## src/gnps_pkg.sv

```systemverilog
// ----------------------------------------------------------------------------
// gnps_pkg: shared types and constants of the grid nearest probe search
// Configuration record, command queue entry, mode and register codes.
// ----------------------------------------------------------------------------
package gnps_pkg;

	localparam int GRID_SIDE_DEF        = 64;
	localparam int PROBE_DEPTH_DEF      = 4096;
	localparam int CELL_PROBE_LIMIT_DEF = 64;

	localparam logic [1:0] MODE_CELL  = 2'd0;
	localparam logic [1:0] MODE_PROBE = 2'd1;
	localparam logic [1:0] MODE_QUERY = 2'd2;
	localparam logic [1:0] MODE_NONE  = 2'd3;

	localparam logic [2:0] CFG_CELL_SHIFT  = 3'd0;
	localparam logic [2:0] CFG_GRID_MIN_X  = 3'd1;
	localparam logic [2:0] CFG_GRID_MIN_Y  = 3'd2;
	localparam logic [2:0] CFG_GRID_WIDTH  = 3'd3;
	localparam logic [2:0] CFG_GRID_HEIGHT = 3'd4;

	typedef struct packed {
		logic        [4:0]  cell_shift;
		logic signed [15:0] grid_min_x;
		logic signed [15:0] grid_min_y;
		logic        [6:0]  grid_width;
		logic        [6:0]  grid_height;
	} cfg_t;

	typedef struct packed {
		logic        [1:0]  mode;
		logic        [11:0] index;
		logic signed [23:0] pos_x;
		logic signed [23:0] pos_y;
		logic signed [23:0] pos_z;
		logic signed [23:0] floor_z;
		logic        [11:0] cell_first;
		logic        [6:0]  cell_count;
		logic        [15:0] red;
		logic        [15:0] green;
		logic        [15:0] blue;
		logic signed [25:0] cx;
		logic signed [25:0] cy;
	} qent_t;

endpackage

```

## src/gnps_front.sv

```systemverilog
// ----------------------------------------------------------------------------
// gnps_front: input classification
// Drops unused modes and computes the grid column and row of a query.
// ----------------------------------------------------------------------------
module gnps_front (
	input  logic               item_valid,
	output logic               item_stall,
	input  logic        [1:0]  mode,
	input  logic        [11:0] index,
	input  logic signed [23:0] pos_x,
	input  logic signed [23:0] pos_y,
	input  logic signed [23:0] pos_z,
	input  logic signed [23:0] floor_z,
	input  logic        [11:0] cell_first,
	input  logic        [6:0]  cell_count,
	input  logic        [15:0] red_in,
	input  logic        [15:0] green_in,
	input  logic        [15:0] blue_in,
	input  gnps_pkg::cfg_t     cfg,
	input  logic               q_full,
	output logic               q_push,
	output gnps_pkg::qent_t    q_data
);
	import gnps_pkg::*;

	logic        [5:0]  sh;
	logic signed [23:0] fx;
	logic signed [23:0] fy;

	// Position carries four fraction bits, so the cell shift grows by four.
	assign sh = {1'b0, cfg.cell_shift} + 6'd4;
	assign fx = pos_x >>> sh;
	assign fy = pos_y >>> sh;

	assign item_stall = q_full;
	assign q_push     = item_valid && !q_full && (mode != MODE_NONE);

	always_comb begin
		q_data.mode       = mode;
		q_data.index      = index;
		q_data.pos_x      = pos_x;
		q_data.pos_y      = pos_y;
		q_data.pos_z      = pos_z;
		q_data.floor_z    = floor_z;
		q_data.cell_first = cell_first;
		q_data.cell_count = cell_count;
		q_data.red        = red_in;
		q_data.green      = green_in;
		q_data.blue       = blue_in;
		q_data.cx         = 26'(fx) - 26'(cfg.grid_min_x);
		q_data.cy         = 26'(fy) - 26'(cfg.grid_min_y);
	end
endmodule

```

## config.mk

```make
export PLATFORM = sky130hd
export DESIGN_NAME = gnps_front
export DESIGN_NICKNAME = d
export VERILOG_FILES = /design/src/gnps_pkg.sv /design/src/gnps_front.sv
export SDC_FILE = /design/constraint.sdc
export NUM_CORES = 1
export LEC_CHECK = 0
export BUFFER_PORTS_ARGS = -buffer_cell sky130_fd_sc_hd__buf_2
export CORE_AREA = 2 2 177 179
export DETAILED_ROUTE_END_ITERATION = 12
export DIE_AREA = 0 0 179 181
export PLACE_DENSITY_LB_ADDON = 0.12
export SLEW_MARGIN = 20
export SYNTH_ARGS = -nofsm -noshare
export SYNTH_HDL_FRONTEND = slang
export SYNTH_SLANG_ARGS = --single-unit
```

## constraint.sdc

```tcl
create_clock -name vclk -period 5.9
set_clock_uncertainty 0.15 [all_clocks]
set_input_delay 1.18 -clock vclk [all_inputs]
set_output_delay 1.18 -clock vclk [all_outputs]
set_load 0.02 [all_outputs]
```

Yosys cells after proc, flatten, opt, wreduce, memory -nomap -nowiden. Index checks and enable logic that the tools add are counted.

Output and inout bits: 231. Word-level logic and storage cells: 9. Memory bits (writable): 0. Memory bits (read-only): 0. Memories kept: 0. Latch bits: 0. Bits of input ports: 230. Register bits after elaboration: 0.

Equal/unequal tests: 1. Divide/modulo/power cells: 0. Order comparisons: 0. Muxes and demuxes: 0. Multipliers: 0. Add/subtract/negate cells: 3. Bitwise gates (word level): 0. Shift operators: 2. Reduce and logical (&&, ||, !) cells: 3.

Operators with widths (number): subtractor 24 x 16 -> 25 bit (2); >>> shifter 24 x 6 -> 24 bit (2); adder 5 x 3 -> 6 bit (second input constant) (1); logical AND 1 bit (2); != test 2 bit (second input constant) (1); logical NOT 1 bit (1).

Logic depth before layout (Yosys ltp).
Depth in word-level cells: 3. Gate-level depth with buffers: 20.

Worst setup path after synthesis. Ideal clock, no wire load.

Path type: input to output. Start: input cfg[47] (netlist bit). End: output q_data[20] (netlist bit). Slack: -0.073 ns. Data arrival time: 4.643 ns. Cell stages on the path: 19. Path buffers: 2. Cell sequence: buf_2 -> buf_2 -> nor2_1 -> o21ai_0 -> nand2_1 -> o21ai_0 -> a21oi_1 -> a211oi_1 -> a221oi_1 -> ha_1 -> fa_1 -> nor2b_1 -> o21a_1 -> o21ai_0 -> a21o_1 -> nand3_1 -> o21ai_0 -> and4b_1 -> a211oi_1.

RTL lines: from (decl) (line gnps_front.sv:19) `input gnps_pkg::cfg_t cfg,`; to (decl) (line gnps_front.sv:22) `output gnps_pkg::qent_t q_data`.

==> results_dict.tcl <==
set metrics [dict create \
    status "finished with violations" \
    violations "negative setup slack" \
    die_area_um2 32400 \
    track_usage_pct 15.03 \
    clkbuf_count 0 \
    rows 64 \
    syn_area_um2 6545 \
    vias 7062 \
    stdcell_count 1556 \
    final_nets 1444 \
    dr.first_iter.drc_count 251 \
    die_w_um 179 \
    initial_utilization_pct 21.57 \
    synthTopCellsByArea "buf_4 21%, ha_1 9.7%, mux4_2 7.2%" \
    holdPathStages 0 \
    pre_cts_ws_ps -441.6 \
    yosys_warnings 0 \
    cp_slowest_cell "o41ai_4" \
    dp_hpwl_um 22280 \
    tns_ps -69.87 \
    antenna_found_initial 2 \
    fin_ws_ps -39.92 \
    synth_cell_types 68 \
    grt_pass1_vias 6904 \
    cp.required_ps 4570 \
    cap_viol_max_count 0 \
    setup_viol 3 \
    routabilityCongestion 0.7973 \
    vias_per_cell 4.539 \
    dp.cells 1520 \
    wire_per_inst_um 16.76 \
    synth_top_area_cell "buf_4" \
    io_pins 461 \
    final_area_um2 9553 \
    die_y_um 181 \
    core_area_um2 30350 \
    max-vdd-ir-drop_v 0.00007329 \
    criticalPathCategory "input pin to primary output" \
    hold_class "input pin to primary output" \
    drc 0 \
    drive_gt1_share_pct 54.27 \
    leakage_nw 4.611 \
    hold_ws_ps 2210 \
    yosysTopAreaCellShare_pct 21.22 \
    slowest_delay_ps 360 \
    grt_max_degree 22 \
    max_slew_margin_pct 68.96 \
    worst_slew_pin_slew_ps 461.7 \
    fill_cells 3359 \
    power_density_nw_per_um2 185.4 \
    rsz0062_at_grt "yes" \
    crit_top_cell "buf_4" \
    synth_nets 1208 \
    final_antenna_net_count 0 \
    final_hold_viol_count 0 \
    clock.fmax_mhz 168.4 \
    cts_hold_buf 0 \
    yosys-top-cells-count "185 x buf_4, 87 x a21oi_1, 72 x nor2_1, 66 x nand2_1, 59 x o21ai_0" \
    grt_pass1_wl_um 38720 \
    drt_wl_total_um 26090 \
    fin_crit_ps 5940 \
    synth.most_common_cell "buf_4" \
    arrival_ps 4610 \
    fin_crit_sh_pct 100.7 \
    place_area_um2 8275 \
    path_max_fanout 6 \
    path_cells "buf_12 > buf_12 > mux2_4 > o21ai_2 > buf_4 > buf_4 > a21oi_2 > nor2_1 > a21oi_1 > o22ai_1 > a21oi_2 > ha_1 > buf_4 > buf_4 > a21o_1 > o41ai_4 > o21a_4 > nor2_2 > o41a_1 > xor2_1 > buf_4" \
    area_growth_pct 45.96 \
    seq_cell_count 0 \
    avgSynthCellArea_um2 7.076 \
    ff_latch_area_um2 0 \
    synth.yosys.seq_area_share_pct 0 \
    grt_overflow_total 0 \
    drv_slew 0 \
    startpoint_type "input pin" \
    syn_inst 925 \
    endpoint_kind "primary output" \
    port_buffers 193 \
    firstDrtPassIters 5 \
]
-- report_power, final --
part / switching, mW / internal [mW]
clock network: 0 / 0.0000000226
logic: 0.919 / 0.852
registers: 0 / 0
-- path summary, 6_finish.rpt --
kind | from | end | slack (ps)
hold / removal | cell_count[4] | q_data[104] | 2210
setup / recovery | cfg[47] | q_data[46] | -40
-- timing repair --
item                                    CTS  global route
setup buffers                            13            17
gates resized for setup                 107           121
gates cloned                              2             3
pin swaps                                50            68
endpoints found under the setup margin   35            31
-- cell usage in the layout (no fill, tap or decap), types with 11 or more instances in the layout --
cell type    n
a21oi_2     23
buf_12      11
mux2_2      13
mux2i_1     21
nor2b_1     13
ha_1        43
inv_1       47
nand2_1     63
xor2_1      13
a21oi_1     66
o21ai_0     27
o21ai_2     11
nor2_1      67
mux2i_2     12
buf_2      168
xnor2_1     26
a21o_1      30
buf_4      262
buf_6       11
mux4_2      21
o21ai_1     24
-- worst max-delay path: cells and delay by family --
kind	cells	cell delay, ps
compound gates	9	1680
buf+inv	7	900
mux	1	310
fa+ha+maj	1	230
simple gates	2	150
xor+xnor	1	150
-- routing by layer --
metal / part of all wire [%] / vias to the layer above / global-route usage [%]
met5: 0.061 / - / 0
li1: - / 3565 / -
met2: 46 / 198 / 25.49
met4: 3.4 / 2 / 4.553
met3: 5.0 / 68 / 1.578
met1: 45 / 3229 / 19.86
-- through the flow --
| stage | utilization [%] | total power [mW] |
|---|---|---|
| CTS | 29.04 | 1.639 |
| global placement | 27.27 | 1.532 |
| detailed placement | 27.27 | 1.529 |
| global route | 31.47 | 1.929 |
| floorplan | - | 1.026 |
| finish | 31.48 | 1.771 |
-- cells by family (layout without fill, tap and decap cells) --
group,count (synthesis),count (layout),share of synthesized area [%]
xor gates and xnor gates,43,43,5.754
muxes,80,80,16.59
AOI/OAI and AO/OA,262,262,25.35
adders and majority gates,53,53,10.36
other,0,1,0
buffers and inverters,272,506,26.71
and+or+nand+nor,215,215,15.24
-- final cells by class --
cell class	instances	area [um2]	share of cell area, %
Inverter	48	185.2	1.938
Tap cell	396	495.5	5.187
Timing Repair Buffer	458	3297	34.51
Multi-Input combinational cell	653	5573	58.34
Antenna cell	1	2.502	0.02620
(Power assumes the default switching activity.)
