--- config.mk ---
export PLATFORM = sky130hd
export DESIGN_NAME = gnps_queue
export DESIGN_NICKNAME = d
export VERILOG_FILES = /design/src/gnps_pkg.sv /design/src/gnps_queue.sv
export SDC_FILE = /design/constraint.sdc
export NUM_CORES = 1
export LEC_CHECK = 0
export ABC_AREA = 1
export BUFFER_PORTS_ARGS = -buffer_cell sky130_fd_sc_hd__buf_2
export CAP_MARGIN = 10
export CORE_ASPECT_RATIO = 0.7
export CORE_MARGIN = 3
export CORE_UTILIZATION = 45
export CTS_BUF_LIST = sky130_fd_sc_hd__clkbuf_2 sky130_fd_sc_hd__clkbuf_4 sky130_fd_sc_hd__clkbuf_8
export DETAILED_ROUTE_END_ITERATION = 12
export PLACE_DENSITY_LB_ADDON = 0.05
export SYNTH_ARGS = -nofsm -noshare
export SYNTH_HDL_FRONTEND = slang
export SYNTH_SLANG_ARGS = --single-unit
--- constraint.sdc ---
create_clock -name clk -period 14.98 [get_ports clk]
set_clock_uncertainty 0.1 [all_clocks]
set_input_delay 0.749 -clock clk [delete_from_list [all_inputs] [get_ports clk]]
set_output_delay 0.749 -clock clk [all_outputs]
set_load 0.01 [all_outputs]
--- src/gnps_pkg.sv ---
// ----------------------------------------------------------------------------
// gnps_pkg: shared types and constants of the grid nearest probe search
// Configuration record, command queue entry, mode and register codes.
// ----------------------------------------------------------------------------
package gnps_pkg;

	localparam int GRID_SIDE_DEF        = 64;
	localparam int PROBE_DEPTH_DEF      = 4096;
	localparam int CELL_PROBE_LIMIT_DEF = 64;

	localparam logic [1:0] MODE_CELL  = 2'd0;
	localparam logic [1:0] MODE_PROBE = 2'd1;
	localparam logic [1:0] MODE_QUERY = 2'd2;
	localparam logic [1:0] MODE_NONE  = 2'd3;

	localparam logic [2:0] CFG_CELL_SHIFT  = 3'd0;
	localparam logic [2:0] CFG_GRID_MIN_X  = 3'd1;
	localparam logic [2:0] CFG_GRID_MIN_Y  = 3'd2;
	localparam logic [2:0] CFG_GRID_WIDTH  = 3'd3;
	localparam logic [2:0] CFG_GRID_HEIGHT = 3'd4;

	typedef struct packed {
		logic        [4:0]  cell_shift;
		logic signed [15:0] grid_min_x;
		logic signed [15:0] grid_min_y;
		logic        [6:0]  grid_width;
		logic        [6:0]  grid_height;
	} cfg_t;

	typedef struct packed {
		logic        [1:0]  mode;
		logic        [11:0] index;
		logic signed [23:0] pos_x;
		logic signed [23:0] pos_y;
		logic signed [23:0] pos_z;
		logic signed [23:0] floor_z;
		logic        [11:0] cell_first;
		logic        [6:0]  cell_count;
		logic        [15:0] red;
		logic        [15:0] green;
		logic        [15:0] blue;
		logic signed [25:0] cx;
		logic signed [25:0] cy;
	} qent_t;

endpackage

--- src/gnps_queue.sv ---
// ----------------------------------------------------------------------------
// gnps_queue: two-entry command queue
// Decouples the classifying front end from the search engine.
// ----------------------------------------------------------------------------
module gnps_queue (
	input  logic           clk,
	input  logic           arst_n,
	input  logic           push,
	input  gnps_pkg::qent_t push_data,
	input  logic           pop,
	output gnps_pkg::qent_t pop_data,
	output logic           full,
	output logic           empty
);
	import gnps_pkg::*;

	qent_t       mem_q [2];
	logic        wr_ptr_q;
	logic        rd_ptr_q;
	logic [1:0]  count_q;

	assign full     = count_q == 2'd2;
	assign empty    = count_q == 2'd0;
	assign pop_data = mem_q[rd_ptr_q];

	always_ff @(posedge clk) begin
		if (push) mem_q[wr_ptr_q] <= push_data;
	end

	always_ff @(posedge clk or negedge arst_n) begin
		if (!arst_n) begin
			wr_ptr_q <= 1'b0;
			rd_ptr_q <= 1'b0;
			count_q  <= 2'd0;
		end else begin
			if (push) wr_ptr_q <= ~wr_ptr_q;
			if (pop) rd_ptr_q <= ~rd_ptr_q;
			if (push && !pop) count_q <= count_q + 2'd1;
			else if (pop && !push) count_q <= count_q - 2'd1;
		end
	end
endmodule

[Word level (Yosys, flattened, before mapping)]
Memory sizes are Yosys's and may differ from the RTL's.
Index checks and enable logic that the tools add are counted.
Cells by class
  div/mod/pow operators: 0
  multiplexer cells: 4
  reductions and logical operators: 6
  bitwise operators: 2
  multipliers: 0
  $lt $le $gt $ge: 0
  shifts and indexed selects: 0
  $add $sub $neg: 2
  equal/unequal tests: 1
Operator list (number)
  $mux 2: 2
  $add 2x1->2 const B: 1
  $eq 2x2->1 const B: 1
  $logic_and 1x1->1: 2
  $logic_not 1->1: 2
  $logic_not 2->1: 1
  $mux 1: 2
  $not 1->1: 2
  $reduce_bool 2->1: 1
  $sub 2x1->2 const B: 1
Word-level totals
  memories: 1
  bits of input ports: 233
  latch bits: 0
  bits in registers: 4
  output and inout port bits: 231
  logic and storage cells: 19
  ROM bits: 0
  bits in writable memories: 458
Memories
  mem_q: words 2, bits a word 229, rd ports 1, clocked after memory_dff 0, write ports 1, line gnps_queue.sv:17  | qent_t mem_q [2];

[Logic depth before layout (Yosys ltp)]
  depth after elaboration: 4
  depth in mapped cells: 7
  depth with buffers taken out: 7

[Least setup slack after synthesis]
Ideal clock, no wire load.
  path kind: in2reg
  start point: input push
  end point: memory mem_q[0][0] (netlist name) (enable)
  path buffers: 0
  arrival time: 10.356 ns
  setup time: 0.829 ns
  setup slack: 3.695 ns
  stages: 2
  data required time: 14.051 ns
  path through: inv_1 -> nor2_1
Between the ends
  cells in the longest elaborated chain, start to end: 2
Ends and longest elaborated chain
  start, declared: line gnps_queue.sv:8  | input logic push,
  $mux 1: line gnps_queue.sv:27  | if (push) mem_q[wr_ptr_q] <= push_data;
  $mux 1 (not written as such): line gnps_queue.sv:27
  end, declared: line gnps_queue.sv:17
No other way between the ends.

==> results.txt <==
----------------------------------------------------
[Outcome]
  Status ... complete, no violations

[Yosys]
  Post-synthesis instance total ... 738
  Dominant cells by area after synthesis ... sky130_fd_sc_hd__edfxtp_1 77%, sky130_fd_sc_hd__mux2_4 17%, sky130_fd_sc_hd__buf_12 2.5%
  Share of flip-flops with an asynchronous set or reset ... less than 1%
  Count of cell types in the netlist ... 15
  Synth Net Count ... between 900 and 1000
  Post-synthesis register bit count ... around 460
  Share of Yosys cell area claimed by the top area cell type ... just under 80%
  Most instantiated library cell after synthesis ... sky130_fd_sc_hd__edfxtp_1
  Average size of a mapped cell ... between 20 and 25 sq um
  Top cell types by occurrence after synthesis ... 458 x sky130_fd_sc_hd__edfxtp_1, 200 x sky130_fd_sc_hd__mux2_4, 29 x sky130_fd_sc_hd__mux2_2
  Number of warnings printed during yosys synthesis ... 0
  Post-synthesis instance area ... approximately 0.018 sq mm
  Main flop type after synthesis ... sky130_fd_sc_hd__edfxtp_1
  Number of enable-type register cells in the synthesized netlist ... about 460
  Cell taking the most area after synthesis ... sky130_fd_sc_hd__edfxtp_1
  Register area share after synthesis ... 78.0%

[Place]
  Cell count after placement ... 1711
  Count of port buffers added during placement ... 463
  Area after DPL ... between 0.02 and 0.025 sq mm
  Final weighted congestion of routability-driven global placement ... 0.762
  DPL Wire Length ... approximately 28000 microns

[Routing]
  Detailed Routing Iterations Pass 1 ... 4
  Antenna-violating nets left ... 0
  Total via count in the routed design ... just under 9000
  Final wirelength ... between 30000 and 40000 microns
  Routed via count divided by cell count ... ~4.7
  First-iteration detailed-routing DRC count ... around 530
  Residual DRC count ... 0
  Routed wire per std cell ... between 20 and 25 microns

[Die]
  Number of top-level design ports ... 464
  Height of the chip ... 172 microns
  Area of the die ... ~0.042 sq mm
  Horizontal extent of the die ... roughly 240 microns
  Rows ... 60
  Total core area ... 0.0387 sq mm
  Initial core utilization ... approximately 46%

[Setup path]
  Required time worst endpoint ... about 14 ns
  Number of cells traversed by the worst register-to-register path ... 3
  Startpoint Class ... flop
  Worst endpoint data arrival time ... around 3.8 ns
  Termination of the worst setup path ... pop_data[83]
  Worst reg2reg startpoint ... wr_ptr_q
  R2R setup slack ... about 12 ns
  Critical R2R Capture ... mem_q[0][122]
  Maximum fanout count along the critical path ... 63
  Kind of capture point of the worst setup path ... primary output
  CP Class ... flop to primary output
  Beginning of the critical path ... rd_ptr_q

[Clock tree]
  Number of buffers between clock root and the deepest sink ... 3
  Clk Tree Root Cell ... sky130_fd_sc_hd__clkbuf_8
  Insertion delay to the later sink of the worst-skew pair ... 0.59 ns
  Number of setup buffers added after CTS ... 0
  Total number of clock tree sinks ... 462
  Clock transition at path regs ... around 0.060 ns
  Clock tree from TritonCTS ... built
  Number of levels in the clock H-tree ... 3
  Number of CTS-inserted buffers ... a little over 70

[Power and ir drop]
  Maximum VDD drop ... just over 0.08 mV
  Leakage power of the design ... roughly 8.7 nW
  Areal power density over the cells ... 188 mW/mm^2

[STA]
  Share of the cycle needed by the critical path after routing ... between 30% and 40%
  Final Hold Violating Endpoints ... 0
  Transition at the pin with the smallest max-transition slack ... roughly 1.1 ns
  Total negative slack for setup checks ... 0 ns
  Achievable Freq ... between 200 and 250 MHz
  Post-layout min period ... about 4.6 ns
  Unrepaired setup endpoints after global routing ... no
  Setup-violating endpoint count in the final report ... 0
  Number of max-slew violations in the final report ... 0
  Remaining max-slew budget at the tightest pin ... 27.6%

[GRT]
  Aggregate global-route resource usage ... between 10% and 20%
  Pin count of the biggest net entering global routing ... between 100 and 150
  Vias in the first global route ... about 9100
  Antenna violations before repair ... 19
  Remaining global-route overflow ... 0
  First-pass GRT wire length ... between 50000 and 60000 microns

[Finish]
  Share of post-route cells with drive strength above 1 ... 61.9%
  Cell area after layout ... between 0.02 and 0.025 sq mm
  Number of standard cells in the final layout excluding fillers ... approximately 1800
  Area delta synth->final ... 21.9%
  Number of nets in the layout ... about 1500

[Flow run]
  Number of max-cap violations ... 0

[Hold path]
  Worst hold path class ... input pin to flop

----------------------------------------------------
==> per-stage QoR <==
step / power, mW / util, % / hold WS [ns] / setup slack (ns)
finish: 4.06 / 56.0 / 0.243 / 10.38
global route: 4.27 / 56.0 / 0.177 / 10.10
CTS: 4.13 / 55.9 / 0.165 / 10.25
detailed placement: 3.15 / 52.6 / 0.393 / 10.94
global placement: 3.15 / 52.6 / 0.384 / 10.95
floorplan: 2.86 / - / 0.353 / 3.69
==> cell usage in the layout (no fill, tap or decap) <==
| cell type | synthesis | final |
|---|---|---|
| sky130_fd_sc_hd__xnor2_1 | 1 | 1 |
| sky130_fd_sc_hd__dfrtp_1 | 4 | 3 |
| sky130_fd_sc_hd__buf_2 | 3 | 463 |
| sky130_fd_sc_hd__edfxtp_1 | 458 | 458 |
| sky130_fd_sc_hd__dfrtp_4 | 0 | 1 |
| sky130_fd_sc_hd__nor2_1 | 3 | 2 |
| sky130_fd_sc_hd__mux2_2 | 29 | 29 |
| sky130_fd_sc_hd__clkinv_2 | 0 | 3 |
| sky130_fd_sc_hd__clkinv_1 | 0 | 13 |
| sky130_fd_sc_hd__xor2_1 | 2 | 2 |
| sky130_fd_sc_hd__bufinv_16 | 0 | 1 |
| sky130_fd_sc_hd__nand3_1 | 1 | 1 |
| sky130_fd_sc_hd__buf_4 | 0 | 9 |
| sky130_fd_sc_hd__clkinvlp_4 | 0 | 4 |
| sky130_fd_sc_hd__nand2_1 | 5 | 5 |
| sky130_fd_sc_hd__nand4_1 | 1 | 1 |
| sky130_fd_sc_hd__clkbuf_8 | 0 | 73 |
| sky130_fd_sc_hd__diode_2 | 0 | 9 |
| sky130_fd_sc_hd__inv_1 | 7 | 6 |
| sky130_fd_sc_hd__mux2_4 | 200 | 200 |
| sky130_fd_sc_hd__dlygate4sd3_1 | 0 | 1 |
| sky130_fd_sc_hd__clkbuf_4 | 0 | 18 |
| sky130_fd_sc_hd__ha_1 | 1 | 1 |
| sky130_fd_sc_hd__inv_8 | 0 | 1 |
| sky130_fd_sc_hd__nor2_4 | 0 | 1 |
==> power breakdown <==
part           total [mW]  switching (mW)  internal, mW
clock               0.960           0.451         0.509
combinational        1.29           0.656         0.639
sequential           1.81          0.0873          1.72
total                4.06            1.20          2.87
==> worst min-delay path by stage <==
stage | startpoint | to | cells after the start | slack [ns]
after global routing | push_data[204] | mem_q[0][204] | 1 | 0.18
after detailed placement | count_q[1] | count_q[1] | 2 | 0.39
after global placement | count_q[1] | count_q[1] | 2 | 0.38
after CTS | push_data[160] | mem_q[0][160] | 1 | 0.17
final | push_data[7] | mem_q[1][7] | 1 | 0.24
after floorplan | arst_n | count_q[0] | 0 | 0.35
==> sequential cells by signal (all words and copies together) (netlist names) <==
name	flops
mem_q	458
rd_ptr_q	1
count_q	2
wr_ptr_q	1
==> metal layers <==
metal / GRT usage (%) / wire length, microns / vias to the layer above
li1: - / - / 3982
met1: 20.8 / 15000 / 4307
met2: 30.5 / 20100 / 269
met3: 7.83 / 3150 / 87
met4: 7.37 / 1130 / 20
met5: 0 / 129 / -
==> critical path, cell delays in order (launching register included) <==
cell	delay, ns
sky130_fd_sc_hd__dfrtp_4	0.81
sky130_fd_sc_hd__buf_4	0.78
sky130_fd_sc_hd__buf_4	0.95
sky130_fd_sc_hd__mux2_4	0.36
sky130_fd_sc_hd__buf_2	0.14
==> cells by family after synthesis <==
| logic type | count (synthesis) | share of synthesized area, % |
|---|---|---|
| XOR/XNOR | 3 | 0.148 |
| adder cells (fa/ha/maj) | 1 | 0.0705 |
| buffers and inverters | 33 | 2.78 |
| flip-flops | 462 | 78.0 |
| multiplexers | 229 | 18.8 |
| AND/OR/NAND/NOR | 10 | 0.233 |
==> final cells by class <==
| class | count | area, sq um |
|---|---|---|
| clock buffers | 91 | 1140 |
| multi-input cells | 243 | 3420 |
| well taps | 527 | 659 |
| repair buffers | 473 | 2390 |
| inverters | 7 | 33.8 |
| fillers | 3108 | 17000 |
| flip-flops and latches | 462 | 13900 |
| diodes | 9 | 22.5 |
| clock inverters | 21 | 124 |
==> timing repair <==
item,4_1_cts,5_1_grt
resized for setup,0,0
hold endpoints to repair,4,0
hold buffers,1,0
endpoints found under the setup margin,0,0
No activity file was read; power rests on OpenSTA's default activity.
